<file path="config.mk">
export PLATFORM = sky130hd
export DESIGN_NAME = slot_table_first_free_top
export DESIGN_NICKNAME = d
export VERILOG_FILES = /design/src/sv/stf_pkg.sv /design/src/sv/slot_table_first_free_top.sv /design/src/sv/stf_ram.sv
export VERILOG_INCLUDE_DIRS = /design/src /design/src/sv
export SDC_FILE = /design/constraint.sdc
export NUM_CORES = 1
export LEC_CHECK = 0
export ABC_AREA = 1
export BUFFER_PORTS_ARGS = -buffer_cell sky130_fd_sc_hd__buf_4
export CORE_ASPECT_RATIO = 0.7
export CORE_MARGIN = 3
export CORE_UTILIZATION = 31
export DETAILED_ROUTE_END_ITERATION = 10
export GPL_TIMING_DRIVEN = 1
export PLACE_DENSITY_LB_ADDON = 0.08
export RECOVER_POWER = 25
export SYNTH_ARGS = -nofsm -noshare
export SYNTH_HDL_FRONTEND = slang
export SYNTH_SLANG_ARGS = --single-unit
</file>
<file path="constraint.sdc">
create_clock -name clock -period 6.6 [get_ports clock]
set_input_delay 0.99 -clock clock [delete_from_list [all_inputs] [get_ports clock]]
set_output_delay 0.99 -clock clock [all_outputs]
set_load 0.03 [all_outputs]
</file>
<file path="src/sv/assert_macros.svh">
// Assertion macros shared by the slot table RTL.
`ifndef ASSERT_MACROS_SVH
`define ASSERT_MACROS_SVH
`ifndef SYNTHESIS
`define ASSERT_CLK(label, clk, rst, prop, msg) \
   label: assert property (@(posedge clk) disable iff (rst) (prop)) else $error(msg);
`define ASSERT_NEXT(label, clk, rst, pre, post, msg) \
   label: assert property (@(posedge clk) disable iff (rst) (pre) |=> (post)) else $error(msg);
`else
`define ASSERT_CLK(label, clk, rst, prop, msg)
`define ASSERT_NEXT(label, clk, rst, pre, post, msg)
`endif
`endif

</file>
<file path="src/sv/stf_pkg.sv">
// Constants and types shared by the slot table modules.
package stf_pkg;

   localparam int SLOT_COUNT = 8;
   localparam int ID_WIDTH   = 16;
   localparam int IDX_W      = (SLOT_COUNT > 1) ? $clog2(SLOT_COUNT) : 1;
   localparam int CNT_W      = 4;

   localparam logic [3:0] CMD_ADD       = 4'd0;
   localparam logic [3:0] CMD_ADD_AT    = 4'd1;
   localparam logic [3:0] CMD_MOVE      = 4'd2;
   localparam logic [3:0] CMD_SWAP      = 4'd3;
   localparam logic [3:0] CMD_REMOVE_AT = 4'd4;
   localparam logic [3:0] CMD_REMOVE_ID = 4'd5;
   localparam logic [3:0] CMD_FIND      = 4'd6;
   localparam logic [3:0] CMD_READ_SLOT = 4'd7;
   localparam logic [3:0] CMD_CLEAR     = 4'd8;

   typedef logic [ID_WIDTH-1:0] id_type;
   typedef logic [IDX_W-1:0]    idx_type;

   typedef struct packed {
      logic    en;
      idx_type addr;
      id_type  data;
   } wr_req_type;

endpackage

</file>
<file path="src/sv/slot_table_first_free_top.sv">
// Slot table with first-free allocation, scanned by one shared compare unit.
//
// One command enters on the req channel; one result leaves on the rsp channel.
// req_tuser carries the command code, req_tdata the identifier and two slot
// indexes. rsp_tdata carries ok, the slot index, the identifier that was read
// or removed, and the count of empty slots after the command.
// After a command is accepted, the table is scanned one slot per cycle through
// a single RAM read port and one identifier compare, a drain state empties the
// read pipeline, an execute state writes any update back through the single RAM
// write port (a move or swap that rewrites two slots takes a second write state),
// and the result register is loaded, raising rsp_tvalid. req_tready is high only
// while no command is in work, so a new command is not accepted until the
// previous result has left the sequencer.
// A new command may be accepted while the previous result still waits in the
// output register; its result then stays in the sequencer until the old one
// is transferred. When rsp_tready is low the result register simply holds.
// Reset empties every slot at once through per-slot valid bits; no clearing
// pass is needed and a command can be accepted as soon as reset is released.
`include "assert_macros.svh"
module slot_table_first_free_top (
   input  logic        clock,
   input  logic        reset,
   input  logic        req_tvalid,
   output logic        req_tready,
   input  logic [23:0] req_tdata,  // unit_id[15:0], index_a[19:16], index_b[23:20]
   input  logic [3:0]  req_tuser,  // command[3:0]
   output logic        rsp_tvalid,
   input  logic        rsp_tready,
   output logic [31:0] rsp_tdata   // ok[0], slot_index[4:1], unit_id_out[20:5],
                                   // empty_count[24:21], zero[31:25]
);

   localparam int IdW  = stf_pkg::ID_WIDTH;
   localparam int IdxW = stf_pkg::IDX_W;
   localparam int CntW = stf_pkg::CNT_W;

   localparam logic [2:0] ST_IDLE  = 3'd0;
   localparam logic [2:0] ST_SCAN  = 3'd1;
   localparam logic [2:0] ST_DRAIN = 3'd2;
   localparam logic [2:0] ST_EXEC  = 3'd3;
   localparam logic [2:0] ST_WR2   = 3'd4;
   localparam logic [2:0] ST_DONE  = 3'd5;

   logic [2:0]                     state_ff, state_in;
   logic [3:0]                     cmd_ff;
   stf_pkg::id_type                id_ff;
   logic [3:0]                     a_ff, b_ff;
   stf_pkg::idx_type               ptr_ff;
   logic                           cmp_vld_ff;
   stf_pkg::idx_type               cmp_idx_ff;
   logic                           rd_vld_ff;
   logic [stf_pkg::SLOT_COUNT-1:0] valid_ff;
   stf_pkg::id_type                val_a_ff, val_b_ff;
   logic                           free_found_ff, match_found_ff;
   stf_pkg::idx_type               free_idx_ff, match_idx_ff;
   logic [CntW-1:0]                empty_ff;
   logic                           ok_ff;
   logic [3:0]                     sidx_ff;
   stf_pkg::id_type                idout_ff;
   stf_pkg::wr_req_type            wr2_ff;
   logic                           rsp_valid_ff;
   logic [31:0]                    rsp_data_ff;

   stf_pkg::id_type                rd_data;
   stf_pkg::id_type                slot_val;
   logic                           is_free, is_hit;
   logic                           a_ok, b_ok;
   logic                           ok_c, clear_c;
   logic [3:0]                     sidx_c;
   stf_pkg::id_type                idout_c;
   stf_pkg::wr_req_type            wr1_c, wr2_c, wr_port;
   logic                           dec_c, inc_c;
   logic                           req_fire, load_rsp;

   assign req_tready = (state_ff == ST_IDLE);
   assign req_fire   = req_tvalid && req_tready;
   assign load_rsp   = (state_ff == ST_DONE) && (!rsp_valid_ff || rsp_tready);

   // Shared compare unit: one slot per cycle, invalid slots read as empty.
   assign slot_val = rd_vld_ff ? rd_data : '0;
   assign is_free  = (slot_val == '0);
   assign is_hit   = (id_ff != '0) && (slot_val == id_ff);

   assign a_ok = (a_ff < 4'(stf_pkg::SLOT_COUNT));
   assign b_ok = (b_ff < 4'(stf_pkg::SLOT_COUNT));

   always_comb begin
      ok_c    = 1'b0;
      clear_c = 1'b0;
      sidx_c  = '0;
      idout_c = '0;
      dec_c   = 1'b0;
      inc_c   = 1'b0;
      wr1_c   = '0;
      wr2_c   = '0;
      case (cmd_ff)
         stf_pkg::CMD_ADD: begin
            if ((id_ff != '0) && !match_found_ff && free_found_ff) begin
               ok_c   = 1'b1;
               sidx_c = 4'(free_idx_ff);
               dec_c  = 1'b1;
               wr1_c  = '{en: 1'b1, addr: free_idx_ff, data: id_ff};
            end
         end
         stf_pkg::CMD_ADD_AT: begin
            if ((id_ff != '0) && a_ok && (val_a_ff == '0) && !match_found_ff) begin
               ok_c   = 1'b1;
               sidx_c = a_ff;
               dec_c  = 1'b1;
               wr1_c  = '{en: 1'b1, addr: a_ff[IdxW-1:0], data: id_ff};
            end
         end
         stf_pkg::CMD_MOVE: begin
            if (a_ok && b_ok && (val_a_ff != '0)) begin
               if (a_ff == b_ff) begin
                  ok_c = 1'b1;
               end else if (val_b_ff == '0) begin
                  ok_c  = 1'b1;
                  wr1_c = '{en: 1'b1, addr: b_ff[IdxW-1:0], data: val_a_ff};
                  wr2_c = '{en: 1'b1, addr: a_ff[IdxW-1:0], data: '0};
               end
            end
         end
         stf_pkg::CMD_SWAP: begin
            if (a_ok && b_ok) begin
               if (a_ff == b_ff) begin
                  ok_c = (val_a_ff != '0);
               end else if ((val_a_ff != '0) || (val_b_ff != '0)) begin
                  ok_c  = 1'b1;
                  wr1_c = '{en: 1'b1, addr: a_ff[IdxW-1:0], data: val_b_ff};
                  wr2_c = '{en: 1'b1, addr: b_ff[IdxW-1:0], data: val_a_ff};
               end
            end
         end
         stf_pkg::CMD_REMOVE_AT: begin
            if (a_ok) begin
               ok_c    = (val_a_ff != '0);
               idout_c = val_a_ff;
               inc_c   = (val_a_ff != '0);
               wr1_c   = '{en: 1'b1, addr: a_ff[IdxW-1:0], data: '0};
            end
         end
         stf_pkg::CMD_REMOVE_ID: begin
            if (match_found_ff) begin
               ok_c    = 1'b1;
               idout_c = id_ff;
               inc_c   = 1'b1;
               wr1_c   = '{en: 1'b1, addr: match_idx_ff, data: '0};
            end
         end
         stf_pkg::CMD_FIND: begin
            if (match_found_ff) begin
               ok_c   = 1'b1;
               sidx_c = 4'(match_idx_ff);
            end
         end
         stf_pkg::CMD_READ_SLOT: begin
            if (a_ok) begin
               ok_c    = 1'b1;
               idout_c = val_a_ff;
            end
         end
         stf_pkg::CMD_CLEAR: begin
            ok_c    = 1'b1;
            clear_c = 1'b1;
         end
         default: begin
            ok_c = 1'b0;
         end
      endcase
   end

   always_comb begin
      wr_port = '0;
      if (state_ff == ST_EXEC) begin
         wr_port = wr1_c;
      end else if (state_ff == ST_WR2) begin
         wr_port = wr2_ff;
      end
   end

   always_comb begin
      state_in = state_ff;
      case (state_ff)
         ST_IDLE: begin
            if (req_fire) begin
               state_in = ST_SCAN;
            end
         end
         ST_SCAN: begin
            if (ptr_ff == IdxW'(stf_pkg::SLOT_COUNT - 1)) begin
               state_in = ST_DRAIN;
            end
         end
         ST_DRAIN: state_in = ST_EXEC;
         ST_EXEC:  state_in = wr2_c.en ? ST_WR2 : ST_DONE;
         ST_WR2:   state_in = ST_DONE;
         ST_DONE: begin
            if (load_rsp) begin
               state_in = ST_IDLE;
            end
         end
         default:  state_in = ST_IDLE;
      endcase
   end

   always_ff @(posedge clock) begin
      if (reset) begin
         state_ff     <= ST_IDLE;
         cmp_vld_ff   <= 1'b0;
         valid_ff     <= '0;
         empty_ff     <= CntW'(stf_pkg::SLOT_COUNT);
         rsp_valid_ff <= 1'b0;
         wr2_ff       <= '0;
      end else begin
         state_ff   <= state_in;
         cmp_vld_ff <= (state_ff == ST_SCAN);
         if (wr_port.en) begin
            valid_ff[wr_port.addr] <= 1'b1;
         end
         if (state_ff == ST_EXEC) begin
            wr2_ff <= wr2_c;
            if (clear_c) begin
               valid_ff <= '0;
               empty_ff <= CntW'(stf_pkg::SLOT_COUNT);
            end else if (dec_c) begin
               empty_ff <= empty_ff - 1'b1;
            end else if (inc_c) begin
               empty_ff <= empty_ff + 1'b1;
            end
         end
         if (load_rsp) begin
            rsp_valid_ff <= 1'b1;
         end else if (rsp_tready) begin
            rsp_valid_ff <= 1'b0;
         end
      end
   end

   always_ff @(posedge clock) begin
      if (req_fire) begin
         cmd_ff         <= req_tuser;
         id_ff          <= IdW'(req_tdata[15:0]);
         a_ff           <= req_tdata[19:16];
         b_ff           <= req_tdata[23:20];
         ptr_ff         <= '0;
         val_a_ff       <= '0;
         val_b_ff       <= '0;
         free_found_ff  <= 1'b0;
         match_found_ff <= 1'b0;
         free_idx_ff    <= '0;
         match_idx_ff   <= '0;
      end else if (state_ff == ST_SCAN) begin
         ptr_ff <= ptr_ff + 1'b1;
      end
      rd_vld_ff  <= valid_ff[ptr_ff];
      cmp_idx_ff <= ptr_ff;
      if (cmp_vld_ff) begin
         if (is_free && !free_found_ff) begin
            free_found_ff <= 1'b1;
            free_idx_ff   <= cmp_idx_ff;
         end
         if (is_hit && !match_found_ff) begin
            match_found_ff <= 1'b1;
            match_idx_ff   <= cmp_idx_ff;
         end
         if (4'(cmp_idx_ff) == a_ff) begin
            val_a_ff <= slot_val;
         end
         if (4'(cmp_idx_ff) == b_ff) begin
            val_b_ff <= slot_val;
         end
      end
      if (state_ff == ST_EXEC) begin
         ok_ff    <= ok_c;
         sidx_ff  <= sidx_c;
         idout_ff <= idout_c;
      end
      if (load_rsp) begin
         rsp_data_ff <= {7'b0, empty_ff, 16'(idout_ff), sidx_ff, ok_ff};
      end
   end

   stf_ram #(
      .WIDTH(IdW),
      .DEPTH(stf_pkg::SLOT_COUNT)
   ) u_slot_ram (
      .clock  (clock),
      .wr_en  (wr_port.en),
      .wr_addr(wr_port.addr),
      .wr_data(wr_port.data),
      .rd_addr(ptr_ff),
      .rd_data(rd_data)
   );

   assign rsp_tvalid = rsp_valid_ff;
   assign rsp_tdata  = rsp_data_ff;

   `ASSERT_CLK(a_empty_range, clock, reset,
      empty_ff <= CntW'(stf_pkg::SLOT_COUNT), "empty count exceeds slot count")
   `ASSERT_CLK(a_write_phase, clock, reset,
      !wr_port.en || (state_ff == ST_EXEC) || (state_ff == ST_WR2),
      "slot RAM written outside the write-back phase")
   `ASSERT_CLK(a_cmp_phase, clock, reset,
      !cmp_vld_ff || (state_ff == ST_SCAN) || (state_ff == ST_DRAIN),
      "compare result arrives outside the table scan")
   `ASSERT_NEXT(a_accept_scan, clock, reset, req_fire,
      (state_ff == ST_SCAN) && (ptr_ff == '0), "accepted command does not start a scan")

endmodule

</file>
<file path="src/sv/stf_ram.sv">
// Generic single write port RAM with one registered read port.
module stf_ram #(
   parameter int WIDTH = 16,
   parameter int DEPTH = 8
) (
   input  logic                                        clock,
   input  logic                                        wr_en,
   input  logic [((DEPTH > 1) ? $clog2(DEPTH) : 1)-1:0] wr_addr,
   input  logic [WIDTH-1:0]                            wr_data,
   input  logic [((DEPTH > 1) ? $clog2(DEPTH) : 1)-1:0] rd_addr,
   output logic [WIDTH-1:0]                            rd_data
);

   logic [WIDTH-1:0] mem [DEPTH];
   logic [WIDTH-1:0] rd_data_ff;

   always_ff @(posedge clock) begin
      if (wr_en) begin
         mem[wr_addr] <= wr_data;
      end
      rd_data_ff <= mem[rd_addr];
   end

   assign rd_data = rd_data_ff;

endmodule

</file>
==> reports/results.txt <==
status - finished with violations
failing checks - max-capacitance violations, max-slew violations
H-tree depth - 1
clock network power share - 0.373
Rel. slew slack - -1.31
Min Clock Period, post-route - 3.96 ns
total grt overflow - 0
sequential-to-total area share from yosys stat - 0.653
Post-synth EDFFs - 202
CP cell instances - clkbuf_1 > ha_1 > ha_1 > o221ai_1 > a211oi_1 > a221oi_1
fmax - 253 MHz
Sw Ratio - 0.291
worst clock skew - 0.0178 ns
Hold Fails Final Rpt - 0
Std-Cell Rows - 60
cell area after placement - 0.0133 sq mm
Setup crit end kind - flip-flop
ant diodes - 0
CTS Hold Bufs - 0
Die Ht - 173 um
Core Area - 0.0389 sq mm
maximum fanout along the worst path - 71
Non-Filler Instances - 1795
DR DRC count - 0
post_cts resized - 0
die area - 0.0423 sq mm
largest net degree at the start of global routing - 72
IO buf count - 58
critical hold path startpoint - ptr_ff[2]
first-pass GRT wire length - 53100 um
R2R Path Start - ptr_ff[0]
antenna viol nets, final - 0
Vias - 8843
critical path's largest stage delay - 2.42 ns
CTS Buf Count - 30
Yosys cell types - 45
antenna violations before repair - 0
WP data arrival - 4.40 ns
Leak Pwr - 0.00472 uW
hold crit path type - flip-flop to flip-flop
Gate Count Post-Synth - 1198
CTS Sinks - 302
gr usage total - 0.160
Slew @ Worst Pin - 3.46 ns
Logic pwr share - 0.157
switching pwr - 1350 uW
cell area after synthesis - 0.0124 sq mm
CTS tree - yes
layout cells sized above 1 - 0.0978
FF-to-FF path depth - 6
Syn Area/Cell - 10.3 sq um
Die W - 245 um
final WL - 34300 um
hold path depth - 0
register share of total power - 0.470
clock latency on the worst-skew pair - 0.57 ns
Initial DRC Count - 705
Starting Density - 0.318
Critical-path top delay cell - clkbuf_1
CP most frequent cell - ha_1
CTS root buf - clkbuf_16
#FFs+latches synth - 302
RSZ-0062 raised after global routing - false
Final Max Slew Viols - 134
Yosys warnings - 0
synthesis-to-finish area growth - 14.8%
Placed Cells - 1739
postcts setup bufs - 0
async set or reset register ratio after synthesis - 0
kind of critical path - flip-flop to flip-flop
clk slew on worst S/H paths - 0.07 ns
via/cell ratio - 4.93
Max IR drop VDD - 0.193 mV
endpoints failing setup - 0
PwrDens - 328 mW/mm^2
vias in the first global route - 8659
Util after Layout - 0.365
routability cong. - 0.880
Max Cap Viol - 3
NumNets Final - 1282
detailed placement HPWL - 23400 um
setup TNS - 0 ns
internal power - 3300 uW
post-route clock period utilization - 0.600
Fillers - 3964
CP Data Required Time - 7.04 ns
Synth Flop Type - edfxtp_1
drt first pass iters - 7
drt wl/cell - 19.1 um
Worst Setup SP - ptr_ff[0]
CP Launch Type - flip-flop
clock buffer depth - 3
post-route cell area - 0.0142 sq mm
IO Pins - 66
-- power groups by stage --
stage,clock network (uW),registers (uW),logic (uW)
5_1_grt,1870,2200,826
3_3_place_gp,0,2230,745
2_1_floorplan,0,2190,499
6_report,1740,2180,733
4_1_cts,1790,2190,747
3_5_place_dp,0,2230,745
-- critical path, delay by kind of cell (launching register included) --
kind                     cells  cell delay (ns)
adder cells (fa/ha/maj)      2             0.62
flip-flops                   1             0.33
AO/OA/AOI/OAI                3             0.46
buffers and inverters        1             2.42
-- Yosys cell counts (2+ instances only) --
library cell	n	area share
edfxtp_1	202	0.49
nor2_1	166	0.050
nand2_1	156	0.047
o21ai_0	150	0.061
dfxtp_1	100	0.16
inv_1	81	0.025
nand3_1	73	0.030
a21oi_1	47	0.019
clkbuf_1	38	0.012
o22ai_1	32	0.016
a31oi_1	19	0.0096
nand4_1	14	0.0071
buf_2	13	0.0053
buf_4	10	0.0061
nor2_2	10	0.0051
a221oi_1	9	0.0064
inv_2	7	0.0021
o21ai_1	7	0.0028
xor2_1	7	0.0050
ha_1	5	0.0051
nor3_1	5	0.0020
o211ai_1	5	0.0030
nor4_1	4	0.0020
o2111ai_1	4	0.0028
a32o_1	3	0.0024
clkinv_1	3	0.00091
nand2_2	3	0.0015
nor2_4	3	0.0027
a211oi_1	2	0.0012
a21oi_2	2	0.0014
buf_1	2	0.00061
o221ai_1	2	0.0014
xnor2_1	2	0.0014
-- flip-flops by register name, indices dropped and copies added, names as in the netlist, 3 cells and up --
register            count
u_slot_ram.mem        128
rsp_tdata              25
wr2_ff                 20
id_ff                  16
idout_ff               16
u_slot_ram.rd_data     16
val_a_ff               16
val_b_ff               16
valid_ff                8
a_ff                    4
b_ff                    4
cmd_ff                  4
empty_ff                4
sidx_ff                 4
cmp_idx_ff              3
free_idx_ff             3
match_idx_ff            3
ptr_ff                  3
state_ff                3
-- cell type report --
cell class,instances,area [sq um],area share
clock inverter,16,160,0.0113
multi-input combinational,749,3700,0.261
clock buffer,40,830,0.0585
inverter,91,342,0.0241
tap,527,659,0.0465
timing repair buffer,70,435,0.0307
sequential,302,8070,0.568
-- layout by cell type (no fill, tap or decap), types with 19 or more instances in the layout --
| cell type | count |
|---|---|
| o21ai_0 | 150 |
| clkbuf_4 | 27 |
| clkbuf_1 | 31 |
| a21oi_1 | 47 |
| dfxtp_1 | 100 |
| clkbuf_16 | 31 |
| a31oi_1 | 19 |
| o22ai_1 | 32 |
| edfxtp_1 | 202 |
| nand2_1 | 156 |
| buf_4 | 19 |
| nor2_1 | 166 |
| nand3_1 | 73 |
| inv_1 | 80 |
-- final timing paths --
kind	end	slack, ns
worst max-delay path	state_ff[0]	2.64
worst min-delay path	cmp_idx_ff[2]	0.38
worst max register to register	state_ff[0]	2.64
worst min register to register	cmp_idx_ff[2]	0.38
-- per-layer routing --
layer	vias up	track usage	wire (um)
met2	219	0.234	14400
met3	44	0.0315	1980
met4	0	0.0283	578
met5	-	0	0
met1	4294	0.248	17300
li1	4286	-	-
-- metrics by stage --
step / setup WS [ns] / hold WS (ns) / total power [uW]
5_1_grt: 2.13 / 0.406 / 4890
2_1_floorplan: 2.68 / 0.353 / 2690
4_1_cts: 2.99 / 0.387 / 4730
3_5_place_dp: 3.02 / 0.383 / 2970
6_report: 2.64 / 0.380 / 4650
3_3_place_gp: 3.14 / 0.384 / 2970
-- cells by family after synthesis --
group           after synthesis  synth area share
simple gates                440             0.153
flops                       302             0.653
compound gates              286             0.130
buf+inv                     154            0.0511
xor+xnor                      9           0.00638
fa+ha+maj                     6           0.00668
other cells                   1          0.000303
Power figures use the tool's default switching activity.
